$ cat config.mk
export PLATFORM = sky130hd
export DESIGN_NAME = date_string_validate_day_serial_top
export DESIGN_NICKNAME = d
export VERILOG_FILES = /design/src/hdl/dsv_pkg.sv /design/src/hdl/date_string_validate_day_serial_top.sv
export SDC_FILE = /design/constraint.sdc
export NUM_CORES = 2
export LEC_CHECK = 0
export CELL_PAD_IN_SITES_DETAIL_PLACEMENT = 0
export CELL_PAD_IN_SITES_GLOBAL_PLACEMENT = 2
export CORE_ASPECT_RATIO = 0.9
export CORE_MARGIN = 1.5
export CORE_UTILIZATION = 45
export CTS_BUF_LIST = sky130_fd_sc_hd__clkbuf_8
export CTS_CLUSTER_SIZE = 16
export DETAILED_ROUTE_END_ITERATION = 10
export DONT_BUFFER_PORTS = 1
export PLACE_DENSITY_LB_ADDON = 0.08
export SYNTH_ARGS = -nofsm -noshare
export SYNTH_HDL_FRONTEND = slang
export SYNTH_SLANG_ARGS = --single-unit
$ cat constraint.sdc
create_clock -name clock -period 14.5 [get_ports clock]
set_input_delay 2.175 -clock clock [delete_from_list [all_inputs] [get_ports clock]]
set_output_delay 2.175 -clock clock [all_outputs]
set_load 0.005 [all_outputs]
$ cat src/hdl/dsv_pkg.sv
// shared types, constants and table functions for the date string validator
// no dependencies
package dsv_pkg;

   localparam logic [19:0] ACC_MAX        = 20'hFFFFF;
   localparam logic [15:0] CNT_MAX        = 16'hFFFF;
   localparam logic [19:0] MAX_YEAR_RESET = 20'd9999;

   // floor(y / 100) == (y * DIV100_MUL) >> DIV100_SHIFT for every 20-bit y
   localparam logic [20:0] DIV100_MUL   = 21'd1342178;
   localparam int          DIV100_SHIFT = 27;

   localparam logic [7:0] CH_SPACE = 8'd32;
   localparam logic [7:0] CH_TAB   = 8'd9;
   localparam logic [7:0] CH_CR    = 8'd13;
   localparam logic [7:0] CH_PLUS  = 8'd43;
   localparam logic [7:0] CH_MINUS = 8'd45;
   localparam logic [7:0] CH_ZERO  = 8'd48;
   localparam logic [7:0] CH_NINE  = 8'd57;

   localparam logic [28:0] DAYS_YEAR   = 29'd365;
   localparam logic [28:0] SERIAL_BIAS = 29'd306;

   typedef enum logic [9:0] {
      PH_Y_WS   = 10'b0000000001,
      PH_Y_SIGN = 10'b0000000010,
      PH_Y_DIG  = 10'b0000000100,
      PH_M_WS   = 10'b0000001000,
      PH_M_SIGN = 10'b0000010000,
      PH_M_DIG  = 10'b0000100000,
      PH_D_WS   = 10'b0001000000,
      PH_D_SIGN = 10'b0010000000,
      PH_D_DIG  = 10'b0100000000,
      PH_DONE   = 10'b1000000000
   } phase_type;

   // (153 * mm - 457) / 5 with january and february as months 13 and 14
   function automatic logic [8:0] month_offset(input logic [3:0] m);
      logic [8:0] r;
      case (m)
         4'd1:    r = 9'd306;
         4'd2:    r = 9'd337;
         4'd3:    r = 9'd0;
         4'd4:    r = 9'd31;
         4'd5:    r = 9'd61;
         4'd6:    r = 9'd92;
         4'd7:    r = 9'd122;
         4'd8:    r = 9'd153;
         4'd9:    r = 9'd184;
         4'd10:   r = 9'd214;
         4'd11:   r = 9'd245;
         4'd12:   r = 9'd275;
         default: r = 9'd0;
      endcase
      return r;
   endfunction

   function automatic logic [4:0] month_days(input logic [3:0] m, input logic leap);
      logic [4:0] r;
      case (m)
         4'd2:                       r = leap ? 5'd29 : 5'd28;
         4'd4, 4'd6, 4'd9, 4'd11:    r = 5'd30;
         default:                    r = 5'd31;
      endcase
      return r;
   endfunction

endpackage

$ cat src/hdl/date_string_validate_day_serial_top.sv
// date string parser and validator with days-from-civil serial, one byte per beat
// depends on dsv_pkg
// result path: the last byte's result passes stage 1, stage 2, stage 3 and the output register before rsp_valid rises
// throughput: one byte per cycle; three result stages and the output register hold one
// beat each, and the input stalls only while all four are full and rsp_ready is low
// reset: synchronous, clears the parser, all stage valid bits and sets max_year to 9999
module date_string_validate_day_serial_top
   import dsv_pkg::*;
(
   input  logic        clock,
   input  logic        reset,
   input  logic        req_valid,
   output logic        req_ready,
   input  logic [7:0]  req_ch,
   input  logic        req_last,
   output logic        rsp_valid,
   input  logic        rsp_ready,
   output logic        rsp_valid_res,
   output logic [19:0] rsp_year,
   output logic [3:0]  rsp_month,
   output logic [4:0]  rsp_day,
   output logic [28:0] rsp_day_serial,
   output logic [15:0] rsp_consumed_bytes,
   input  logic        csr_write_enable,
   input  logic [19:0] csr_write_data
);

   logic [19:0] max_year_ff;

   // parser state
   phase_type   phase_ff, phase_in;
   logic [19:0] acc_ff, acc_in;
   logic        ovf_ff, ovf_in;
   logic        bad_ff, bad_in;
   logic [19:0] hyear_ff, hyear_in;
   logic [3:0]  hmonth_ff, hmonth_in;
   logic [15:0] cnt_ff, cnt_in;
   logic [15:0] endp_ff, endp_in;

   // stage valid bits and handshake chain
   logic s1_valid_ff, s2_valid_ff, s3_valid_ff, rsp_valid_ff;
   logic rdy1, rdy2, rdy3, rdy_out;
   logic req_accept, req_accept_last;

   // stage 1: parsed fields
   logic        s1_ok_ff, s1_ok_in;
   logic [19:0] s1_year_ff;
   logic [3:0]  s1_month_ff;
   logic [19:0] s1_day_ff;
   logic [15:0] s1_end_ff, s1_end_in;

   // stage 2: range checks and products
   logic        s2_ok_ff, s2_ok_in;
   logic [19:0] s2_year_ff;
   logic [3:0]  s2_month_ff;
   logic [4:0]  s2_day_ff;
   logic [15:0] s2_end_ff;
   logic        s2_early_ff;
   logic [13:0] s2_q100_ff, s2_q100_in;
   logic [28:0] s2_p365_ff, s2_p365_in;
   logic [8:0]  s2_moff_ff;
   logic [40:0] s2_prod;

   // stage 3: leap check and partial serial
   logic        s3_ok_ff, s3_ok_in;
   logic [19:0] s3_year_ff;
   logic [3:0]  s3_month_ff;
   logic [4:0]  s3_day_ff;
   logic [15:0] s3_end_ff;
   logic [28:0] s3_part_ff, s3_part_in;
   logic [17:0] s3_yq4_ff, s3_yq4_in;
   logic [13:0] s3_cq_ff, s3_cq_in;
   logic [19:0] s3_r100;
   logic        s3_leap;
   logic [19:0] s3_yy;

   // output register
   logic        rsp_ok_ff;
   logic [19:0] rsp_year_ff;
   logic [3:0]  rsp_month_ff;
   logic [4:0]  rsp_day_ff;
   logic [28:0] rsp_serial_ff, rsp_serial_in;
   logic [15:0] rsp_end_ff;

   // byte classification
   logic        ch_digit, ch_space, ch_plus, ch_minus;
   logic [3:0]  ch_val;
   logic [23:0] acc_sum;
   phase_type   sign_ph, dig_ph;

   assign rdy_out         = !rsp_valid_ff || rsp_ready;
   assign rdy3            = !s3_valid_ff || rdy_out;
   assign rdy2            = !s2_valid_ff || rdy3;
   assign rdy1            = !s1_valid_ff || rdy2;
   assign req_ready       = rdy1;
   assign req_accept      = req_valid && rdy1;
   assign req_accept_last = req_accept && req_last;

   assign ch_digit = (req_ch >= CH_ZERO) && (req_ch <= CH_NINE);
   assign ch_space = (req_ch == CH_SPACE) || ((req_ch >= CH_TAB) && (req_ch <= CH_CR));
   assign ch_plus  = (req_ch == CH_PLUS);
   assign ch_minus = (req_ch == CH_MINUS);
   assign ch_val   = 4'(req_ch - CH_ZERO);
   assign acc_sum  = ({4'b0, acc_ff} << 3) + ({4'b0, acc_ff} << 1) + {20'b0, ch_val};

   always_comb begin
      unique case (phase_ff)
         PH_M_WS, PH_M_SIGN: begin
            sign_ph = PH_M_SIGN;
            dig_ph  = PH_M_DIG;
         end
         PH_D_WS, PH_D_SIGN: begin
            sign_ph = PH_D_SIGN;
            dig_ph  = PH_D_DIG;
         end
         default: begin
            sign_ph = PH_Y_SIGN;
            dig_ph  = PH_Y_DIG;
         end
      endcase
   end

   always_comb begin
      phase_in  = phase_ff;
      acc_in    = acc_ff;
      ovf_in    = ovf_ff;
      bad_in    = bad_ff;
      hyear_in  = hyear_ff;
      hmonth_in = hmonth_ff;
      endp_in   = endp_ff;
      cnt_in    = (cnt_ff == CNT_MAX) ? cnt_ff : cnt_ff + 16'd1;
      unique case (phase_ff)
         PH_Y_WS, PH_M_WS, PH_D_WS: begin
            if (ch_plus) begin
               phase_in = sign_ph;
            end else if (ch_digit) begin
               acc_in   = {16'b0, ch_val};
               phase_in = dig_ph;
            end else if (!ch_space) begin
               bad_in   = 1'b1;
               phase_in = PH_DONE;
            end
         end
         PH_Y_SIGN, PH_M_SIGN, PH_D_SIGN: begin
            if (ch_digit) begin
               acc_in   = {16'b0, ch_val};
               phase_in = dig_ph;
            end else begin
               bad_in   = 1'b1;
               phase_in = PH_DONE;
            end
         end
         PH_Y_DIG, PH_M_DIG, PH_D_DIG: begin
            if (ch_digit) begin
               if (acc_sum[23:20] != 4'd0) begin
                  ovf_in = 1'b1;
                  acc_in = ACC_MAX;
               end else begin
                  acc_in = acc_sum[19:0];
               end
            end else if (phase_ff == PH_D_DIG) begin
               endp_in  = cnt_ff;
               phase_in = PH_DONE;
            end else if (ch_minus && phase_ff == PH_Y_DIG) begin
               hyear_in = acc_ff;
               acc_in   = 20'd0;
               phase_in = PH_M_WS;
            end else if (ch_minus && acc_ff >= 20'd1 && acc_ff <= 20'd12) begin
               hmonth_in = acc_ff[3:0];
               acc_in    = 20'd0;
               phase_in  = PH_D_WS;
            end else begin
               bad_in   = 1'b1;
               phase_in = PH_DONE;
            end
         end
         default: begin
         end
      endcase
   end

   assign s1_end_in = (phase_in == PH_D_DIG) ? cnt_in : endp_in;
   assign s1_ok_in  = ((phase_in == PH_D_DIG) || (phase_in == PH_DONE)) && !bad_in && !ovf_in;

   always_ff @(posedge clock) begin
      if (reset) begin
         max_year_ff <= MAX_YEAR_RESET;
      end else if (csr_write_enable) begin
         max_year_ff <= csr_write_data;
      end
   end

   always_ff @(posedge clock) begin
      if (reset || req_accept_last) begin
         phase_ff  <= PH_Y_WS;
         acc_ff    <= 20'd0;
         ovf_ff    <= 1'b0;
         bad_ff    <= 1'b0;
         hyear_ff  <= 20'd0;
         hmonth_ff <= 4'd0;
         cnt_ff    <= 16'd0;
         endp_ff   <= 16'd0;
      end else if (req_accept) begin
         phase_ff  <= phase_in;
         acc_ff    <= acc_in;
         ovf_ff    <= ovf_in;
         bad_ff    <= bad_in;
         hyear_ff  <= hyear_in;
         hmonth_ff <= hmonth_in;
         cnt_ff    <= cnt_in;
         endp_ff   <= endp_in;
      end
   end

   always_ff @(posedge clock) begin
      if (reset) begin
         s1_valid_ff  <= 1'b0;
         s2_valid_ff  <= 1'b0;
         s3_valid_ff  <= 1'b0;
         rsp_valid_ff <= 1'b0;
      end else begin
         if (rdy1) begin
            s1_valid_ff <= req_accept_last;
         end
         if (rdy2) begin
            s2_valid_ff <= s1_valid_ff;
         end
         if (rdy3) begin
            s3_valid_ff <= s2_valid_ff;
         end
         if (rdy_out) begin
            rsp_valid_ff <= s3_valid_ff;
         end
      end
   end

   // stage 2 datapath
   assign s2_prod    = 41'(s1_year_ff) * 41'(DIV100_MUL);
   assign s2_q100_in = s2_prod[40:DIV100_SHIFT];
   assign s2_p365_in = 29'(s1_year_ff) * DAYS_YEAR;
   assign s2_ok_in   = s1_ok_ff && (s1_year_ff >= 20'd2) && (s1_year_ff <= max_year_ff)
                       && (s1_month_ff >= 4'd1) && (s1_month_ff <= 4'd12)
                       && (s1_day_ff >= 20'd1) && (s1_day_ff <= 20'd31);

   // stage 3 datapath
   assign s3_r100    = s2_year_ff - 20'((s2_q100_ff << 6) + (s2_q100_ff << 5) + (s2_q100_ff << 2));
   assign s3_leap    = (s2_year_ff[1:0] == 2'd0)
                       && ((s3_r100 != 20'd0) || (s2_q100_ff[1:0] == 2'd0));
   assign s3_ok_in   = s2_ok_ff && (s2_day_ff <= month_days(s2_month_ff, s3_leap));
   assign s3_yy      = s2_year_ff - {19'b0, s2_early_ff};
   assign s3_yq4_in  = s3_yy[19:2];
   assign s3_cq_in   = (s2_early_ff && s3_r100 == 20'd0) ? s2_q100_ff - 14'd1 : s2_q100_ff;
   assign s3_part_in = s2_p365_ff - (s2_early_ff ? DAYS_YEAR : 29'd0) + 29'(s2_moff_ff)
                       + 29'(s2_day_ff) - SERIAL_BIAS;

   // output datapath
   assign rsp_serial_in = s3_part_ff + 29'(s3_yq4_ff) - 29'(s3_cq_ff) + 29'(s3_cq_ff[13:2]);

   always_ff @(posedge clock) begin
      if (req_accept_last) begin
         s1_ok_ff    <= s1_ok_in;
         s1_year_ff  <= hyear_in;
         s1_month_ff <= hmonth_in;
         s1_day_ff   <= acc_in;
         s1_end_ff   <= s1_end_in;
      end
      if (s1_valid_ff && rdy2) begin
         s2_ok_ff    <= s2_ok_in;
         s2_year_ff  <= s1_year_ff;
         s2_month_ff <= s1_month_ff;
         s2_day_ff   <= s1_day_ff[4:0];
         s2_end_ff   <= s1_end_ff;
         s2_early_ff <= (s1_month_ff <= 4'd2);
         s2_q100_ff  <= s2_q100_in;
         s2_p365_ff  <= s2_p365_in;
         s2_moff_ff  <= month_offset(s1_month_ff);
      end
      if (s2_valid_ff && rdy3) begin
         s3_ok_ff    <= s3_ok_in;
         s3_year_ff  <= s2_year_ff;
         s3_month_ff <= s2_month_ff;
         s3_day_ff   <= s2_day_ff;
         s3_end_ff   <= s2_end_ff;
         s3_part_ff  <= s3_part_in;
         s3_yq4_ff   <= s3_yq4_in;
         s3_cq_ff    <= s3_cq_in;
      end
      if (s3_valid_ff && rdy_out) begin
         rsp_ok_ff     <= s3_ok_ff;
         rsp_year_ff   <= s3_ok_ff ? s3_year_ff : 20'd0;
         rsp_month_ff  <= s3_ok_ff ? s3_month_ff : 4'd0;
         rsp_day_ff    <= s3_ok_ff ? s3_day_ff : 5'd0;
         rsp_serial_ff <= s3_ok_ff ? rsp_serial_in : 29'd0;
         rsp_end_ff    <= s3_ok_ff ? s3_end_ff : 16'd0;
      end
   end

   assign rsp_valid          = rsp_valid_ff;
   assign rsp_valid_res      = rsp_ok_ff;
   assign rsp_year           = rsp_year_ff;
   assign rsp_month          = rsp_month_ff;
   assign rsp_day            = rsp_day_ff;
   assign rsp_day_serial     = rsp_serial_ff;
   assign rsp_consumed_bytes = rsp_end_ff;

`ifndef SYNTHESIS
   a_last_enters_pipe: assert property (@(posedge clock) disable iff (reset)
      req_accept_last |=> s1_valid_ff)
      else $error("last beat did not enter the result pipeline");

   a_parser_restarts: assert property (@(posedge clock) disable iff (reset)
      req_accept_last |=> (phase_ff == PH_Y_WS) && (cnt_ff == 16'd0))
      else $error("parser did not restart after last beat");

   a_invalid_zero: assert property (@(posedge clock) disable iff (reset)
      (rsp_valid && !rsp_valid_res) |-> (rsp_year == 20'd0) && (rsp_month == 4'd0)
         && (rsp_day == 5'd0) && (rsp_day_serial == 29'd0) && (rsp_consumed_bytes == 16'd0))
      else $error("invalid result carries nonzero fields");

   a_valid_ranges: assert property (@(posedge clock) disable iff (reset)
      (rsp_valid && rsp_valid_res) |-> (rsp_month >= 4'd1) && (rsp_month <= 4'd12)
         && (rsp_day >= 5'd1) && (rsp_year >= 20'd2))
      else $error("valid result out of range");
`endif

endmodule
---- Word-level counts from Yosys, hierarchy flattened ----
Memories as Yosys holds them, arrays and structs flattened. A register that Yosys moved wholly into a read port is not among the register bits.
Index checks and enable logic that the tools add are counted.
operators by class
  eq/ne operators ......................... 20
  multiplexer cells ....................... 49
  multipliers ............................. 2
  add/subtract/negate cells ............... 16
  order comparisons ....................... 14
  reductions and logical operators ........ 46
operators by type and width
  cell                    count
  $mux 20                 11
  $mux 10                 8
  $mux 16                 5
  $pmux 20 s3             1
  $ge 20x1->1 const B     2
  $mul 20x20->40 const B  1
  $pmux 10 s3             1
  $add 29x12->29          1
  $add 29x18->29          1
  $add 29x5->29           1
  $add 29x9->29           1
  $mul 20x9->29 const B   1
  $sub 29x14->29          1
  $sub 29x9->29           1
  $sub 29x9->29 const B   1
  $add 23x21->24          1
  $add 24x4->24           1
  $eq 8x6->1 const B      3
  $logic_and 1x1->1       21
  $add 20x16->20          1
  $add 20x19->20          1
  $eq 10x9->1 const B     2
  $ge 20x2->1 const B     1
  $le 20x20->1            1
  45 further kinds        78
storage, ports and cells
  logic and storage cells ................. 188
  bits in read-only memories .............. 144
  input bits .............................. 34
  flip-flop bits (word level) ............. 445
  memories kept ........................... 1
memory list
  name             depth  bits a word  read ports  clocked after memory_dff  write ports  RTL line       RTL
  (no name shown)  16     9            1           1                         0            dsv_pkg.sv:40  case (m)

---- Logic depth before layout (Yosys ltp) ----
  depth after elaboration ................. 12
  depth in mapped cells ................... 25
  gate-level depth less buffers ........... 25

---- Worst setup path after synthesis ----
OpenSTA, ideal clock, no wires.
  kind .................................... input port to flip-flop
  from .................................... input port rsp_ready
  to ...................................... register s3_cq_ff[0], enable pin
  path buffers ............................ 0
  slack ................................... 3765 ps
  stages on the path ...................... 2
  data arrival time ....................... 9998 ps
  path through ............................ nor2b_1 a21boi_0
between the ends
  word-level cells in the longest chain between the ends .. 3
ends and longest elaborated chain
  what                    RTL line                                    RTL
  start: declaration      date_string_validate_day_serial_top.sv:17   input logic rsp_ready,
  $logic_or 1x1->1        date_string_validate_day_serial_top.sv:91   assign rdy_out = !rsp_valid_ff || rsp_ready;
  $logic_or 1x1->1        date_string_validate_day_serial_top.sv:92   assign rdy3 = !s3_valid_ff || rdy_out;
  $logic_and 1x1->1       date_string_validate_day_serial_top.sv:278  if (s2_valid_ff && rdy3) begin
  end signal: assignment  date_string_validate_day_serial_top.sv:286  s3_cq_ff <= s3_cq_in;
  end: declaration        date_string_validate_day_serial_top.sv:72   logic [13:0] s3_cq_ff, s3_cq_in;
Every way passes these cells.
A chain may end at the register's enable or synchronous reset.

---- Final worst setup path ----
  from .................................... register s1_year_ff[11]
  to ...................................... register s2_q100_ff[10], data pin
between the ends
  word-level cells in the longest chain between the ends .. 1
ends and longest elaborated chain
  what                      RTL line                                    RTL
  start: declaration        date_string_validate_day_serial_top.sv:47   logic [19:0] s1_year_ff;
  start signal: assignment  date_string_validate_day_serial_top.sv:262  s1_year_ff <= hyear_in;
  $mul 20x20->40            date_string_validate_day_serial_top.sv:238  assign s2_prod = 41'(s1_year_ff) * 41'(DIV100_MUL);
  net s2_prod[37]           date_string_validate_day_serial_top.sv:62   logic [40:0] s2_prod;
  end signal: assignment    date_string_validate_day_serial_top.sv:274  s2_q100_ff <= s2_q100_in;
  end: declaration          date_string_validate_day_serial_top.sv:59   logic [13:0] s2_q100_ff, s2_q100_in;
The timed path passes the listed nets, and every way through them passes these cells.

==> results.json <==
{
  "grt_pass1_vias": 23595,
  "drt-pass1-iter-count": 5,
  "vias": 22793,
  "min_period_ps": 7525,
  "power_density_nw_per_um2": 165.9,
  "crit_path_end_kind": "flop",
  "ys_warn_count": 0,
  "cts_buffer_depth": 3,
  "first_iter_violations": 1132,
  "initial_core_util": 0.4566,
  "post-route-drc-count": 0,
  "dpl.hpwl_um": 67700,
  "cts.repair.resized": 0,
  "ys.flop_type": "edfxtp_1",
  "reg2reg_depth": 22,
  "synth_seq_cells": 452,
  "final_cell_mix": "inv_1, ha_1, edfxtp_1",
  "fin_area_um2": 37770,
  "fin_util": 0.4928,
  "place_congestion": 0.9146,
  "cts_tree": "done",
  "startpoint_type": "flop",
  "cts.sinks": 452,
  "rsz0062_at_grt": "no",
  "drive_gt1_frac": 0.05837,
  "hold_path.class": "flop to flop",
  "critPathMaxFanout": 12,
  "final_nets": 4059,
  "ir_drop_v": 0.0001328,
  "worstPathRequired_ps": 14930,
  "tns_ps": 0,
  "core_area_um2": 76630,
  "cts_setup_buffers": 0,
  "crit_arrival_ps": 7950,
  "wirelength_um": 85390,
  "power_mw": 6.268,
  "synthDistinctLibCells": 88,
  "instances_no_fill": 4373,
  "seqPwrFrac": 0.263,
  "worstSetupEndpoint": "s2_q100_ff[10]",
  "leakage_nw": 17.04,
  "r2r_end": "s2_q100_ff[10]",
  "antenna_found_initial": 1,
  "power.share.clock": 0.186,
  "finClkSkew_ps": 43.23,
  "p_comb_frac": 0.551,
  "max_freq_mhz": 132.9,
  "synth_nets": 4023,
  "design.die.area_um2": 79430,
  "clkTransAtPathRegs_ps": 70,
  "cts_made_buffers": 78,
  "rr_startpoint": "s1_year_ff[11]",
  "num_rows": 96,
  "crit_path_start": "s1_year_ff[11]",
  "ff2ff_setup_slack_ps": 6980,
  "grt_pass1_wl_um": 134000,
  "slew_viol_final": 0,
  "outcome": "finished, final reports clean",
  "criticalPathCategory": "flop to flop",
  "port_buffers": 0,
  "cap_violations": 0,
  "grt_max_degree": 76,
  "synthTopCellsByArea": "edfxtp_1, ha_1, fa_1",
  "root_buffer": "clkbuf_8",
  "hold_viol": 0,
  "area_delta_synth_final_pct": 7.950,
  "synth_top_cell_by_area": "edfxtp_1",
  "placed_area_um2": 36200,
  "final_common_cell": "inv_1",
  "power.switching_mw": 2.580,
  "ios": 111,
  "htreeDepth": 3,
  "gr-total-overflow": 0,
  "p_int_mw": 3.687,
  "clock_latency_ps": 700,
  "relSlewSlack": 0.3482,
  "postSynthAreaPerCell_um2": 10.80,
  "setup_viol": 0,
  "ys_seq_area_frac": 0.3559,
  "cts_hold_buf": 0,
  "async_flop_share": 0,
  "die_w_um": 296.9,
  "period_share": 0.5189,
  "synth-edff-count": 340,
  "swShare": 0.4117,
  "grt_usage": 0.2183,
  "fp.dieH_um": 267.5,
  "worstMarginPinSlew_ps": 977.7,
  "syn_inst": 3241,
  "synth_top_area_frac": 0.2918,
  "ant_nets": 0,
  "netlist_area_um2": 34990,
  "vias_per_cell": 5.212,
  "routedWlPerCell_um": 19.53,
  "dp.cells": 4225
}
## synthesized netlist by cell type, types with 13 or more instances
master and n:
nor2b_1 28, edfxtp_1 340, fa_1 274, ha_1 474
xor2_1 42, o21a_1 19, a21oi_1 151, clkbuf_1 55
o211ai_1 21, nor4_1 13, a21o_1 49, nand2b_1 23
mux2_2 26, nand3_1 42, xnor2_1 102, inv_1 559
o21ai_0 97, and2_1 78, o21bai_1 14, nand4_1 35
dfxtp_1 112, a211oi_1 18, nand2_1 147, nor3_1 59
nor2_1 212, and3_1 29, or3_1 13, mux2i_1 20
## sequential cells by signal, summed over array words and instances, names as in the netlist, 18 cells and up
signal,cells
rsp_day_serial,29
s3_part_ff,29
s2_p365_ff,27
acc_ff,20
hyear_ff,20
max_year_ff,20
rsp_year,20
s1_day_ff,20
s1_year_ff,20
s2_year_ff,20
s3_year_ff,20
s3_yq4_ff,18
## routing by layer
| metal | global-route usage | up-vias | wire (µm) |
|---|---|---|---|
| met3 | 0.03934 | 123 | 3750 |
| li1 | - | 11159 | - |
| met5 | 0 | - | 0 |
| met4 | 0.06839 | 0 | 2476 |
| met2 | 0.3390 | 436 | 37730 |
| met1 | 0.3096 | 11075 | 41430 |
## power groups by stage
stage	registers (mW)	clock network, mW	logic, mW
floorplan	1.65	0	2.58
global placement	1.67	0	3.43
detailed placement	1.68	0	3.46
CTS	1.65	1.21	3.50
global route	1.66	1.26	3.96
finish	1.65	1.17	3.45
## how the worst min path moves through the flow
stage | cells after the start | start | slack [ps] | to
floorplan | 0 | s1_end_ff[0] | 400 | s2_end_ff[0]
global placement | 0 | s1_end_ff[11] | 400 | s2_end_ff[11]
detailed placement | 0 | s2_end_ff[1] | 400 | s3_end_ff[1]
CTS | 0 | s2_end_ff[5] | 390 | s3_end_ff[5]
global route | 0 | s2_end_ff[5] | 410 | s3_end_ff[5]
finish | 0 | s2_end_ff[5] | 410 | s3_end_ff[5]
## worst max-delay path, stage by stage (launching register included)
cell and delay (ps):
edfxtp_1 860, ha_1 470, fa_1 600, inv_1 70
fa_1 520, inv_1 50, fa_1 470, fa_1 540
fa_1 550, inv_1 60, fa_1 510, inv_1 50
ha_1 300, a21oi_1 140, o21ai_0 90, a221o_1 350
a21oi_1 480, nor2_1 120, o221a_2 310, o21ai_0 290
o21bai_1 140, a21oi_1 200, xnor2_1 80
## metrics by stage
stage | hold WS [ps] | setup WS, ps
finish | 407.6 | 6975
global route | 407.7 | 6583
CTS | 393.2 | 6963
detailed placement | 404.5 | 6979
global placement | 402.2 | 7091
floorplan | 400.3 | 3765
## logic make-up (layout without fill, tap and decap cells)
logic type                 count (synthesis)  in the layout  share of synthesized area
DFF                                      452            452                     0.3559
buffers and inverters                    626            726                    0.06791
and+or+nand+nor                          734            734                     0.1066
other                                      0              3                          0
adders and majority gates                748            748                     0.3263
muxes                                     48             48                    0.01538
xor gates and xnor gates                 144            144                    0.03605
AOI/OAI and AO/OA                        489            489                    0.09184
## layout make-up
type,count,area [µm²]
Inverter,560,2102
Tap cell,1029,1287
Clock buffer,82,1129
Sequential cell,452,12450
Antenna cell,3,7.507
Multi-Input combinational cell,2163,20200
Clock inverter,62,426.7
Fill cell,7163,38860
Timing Repair Buffer,22,162.7
Power figures use the tool's default switching activity.
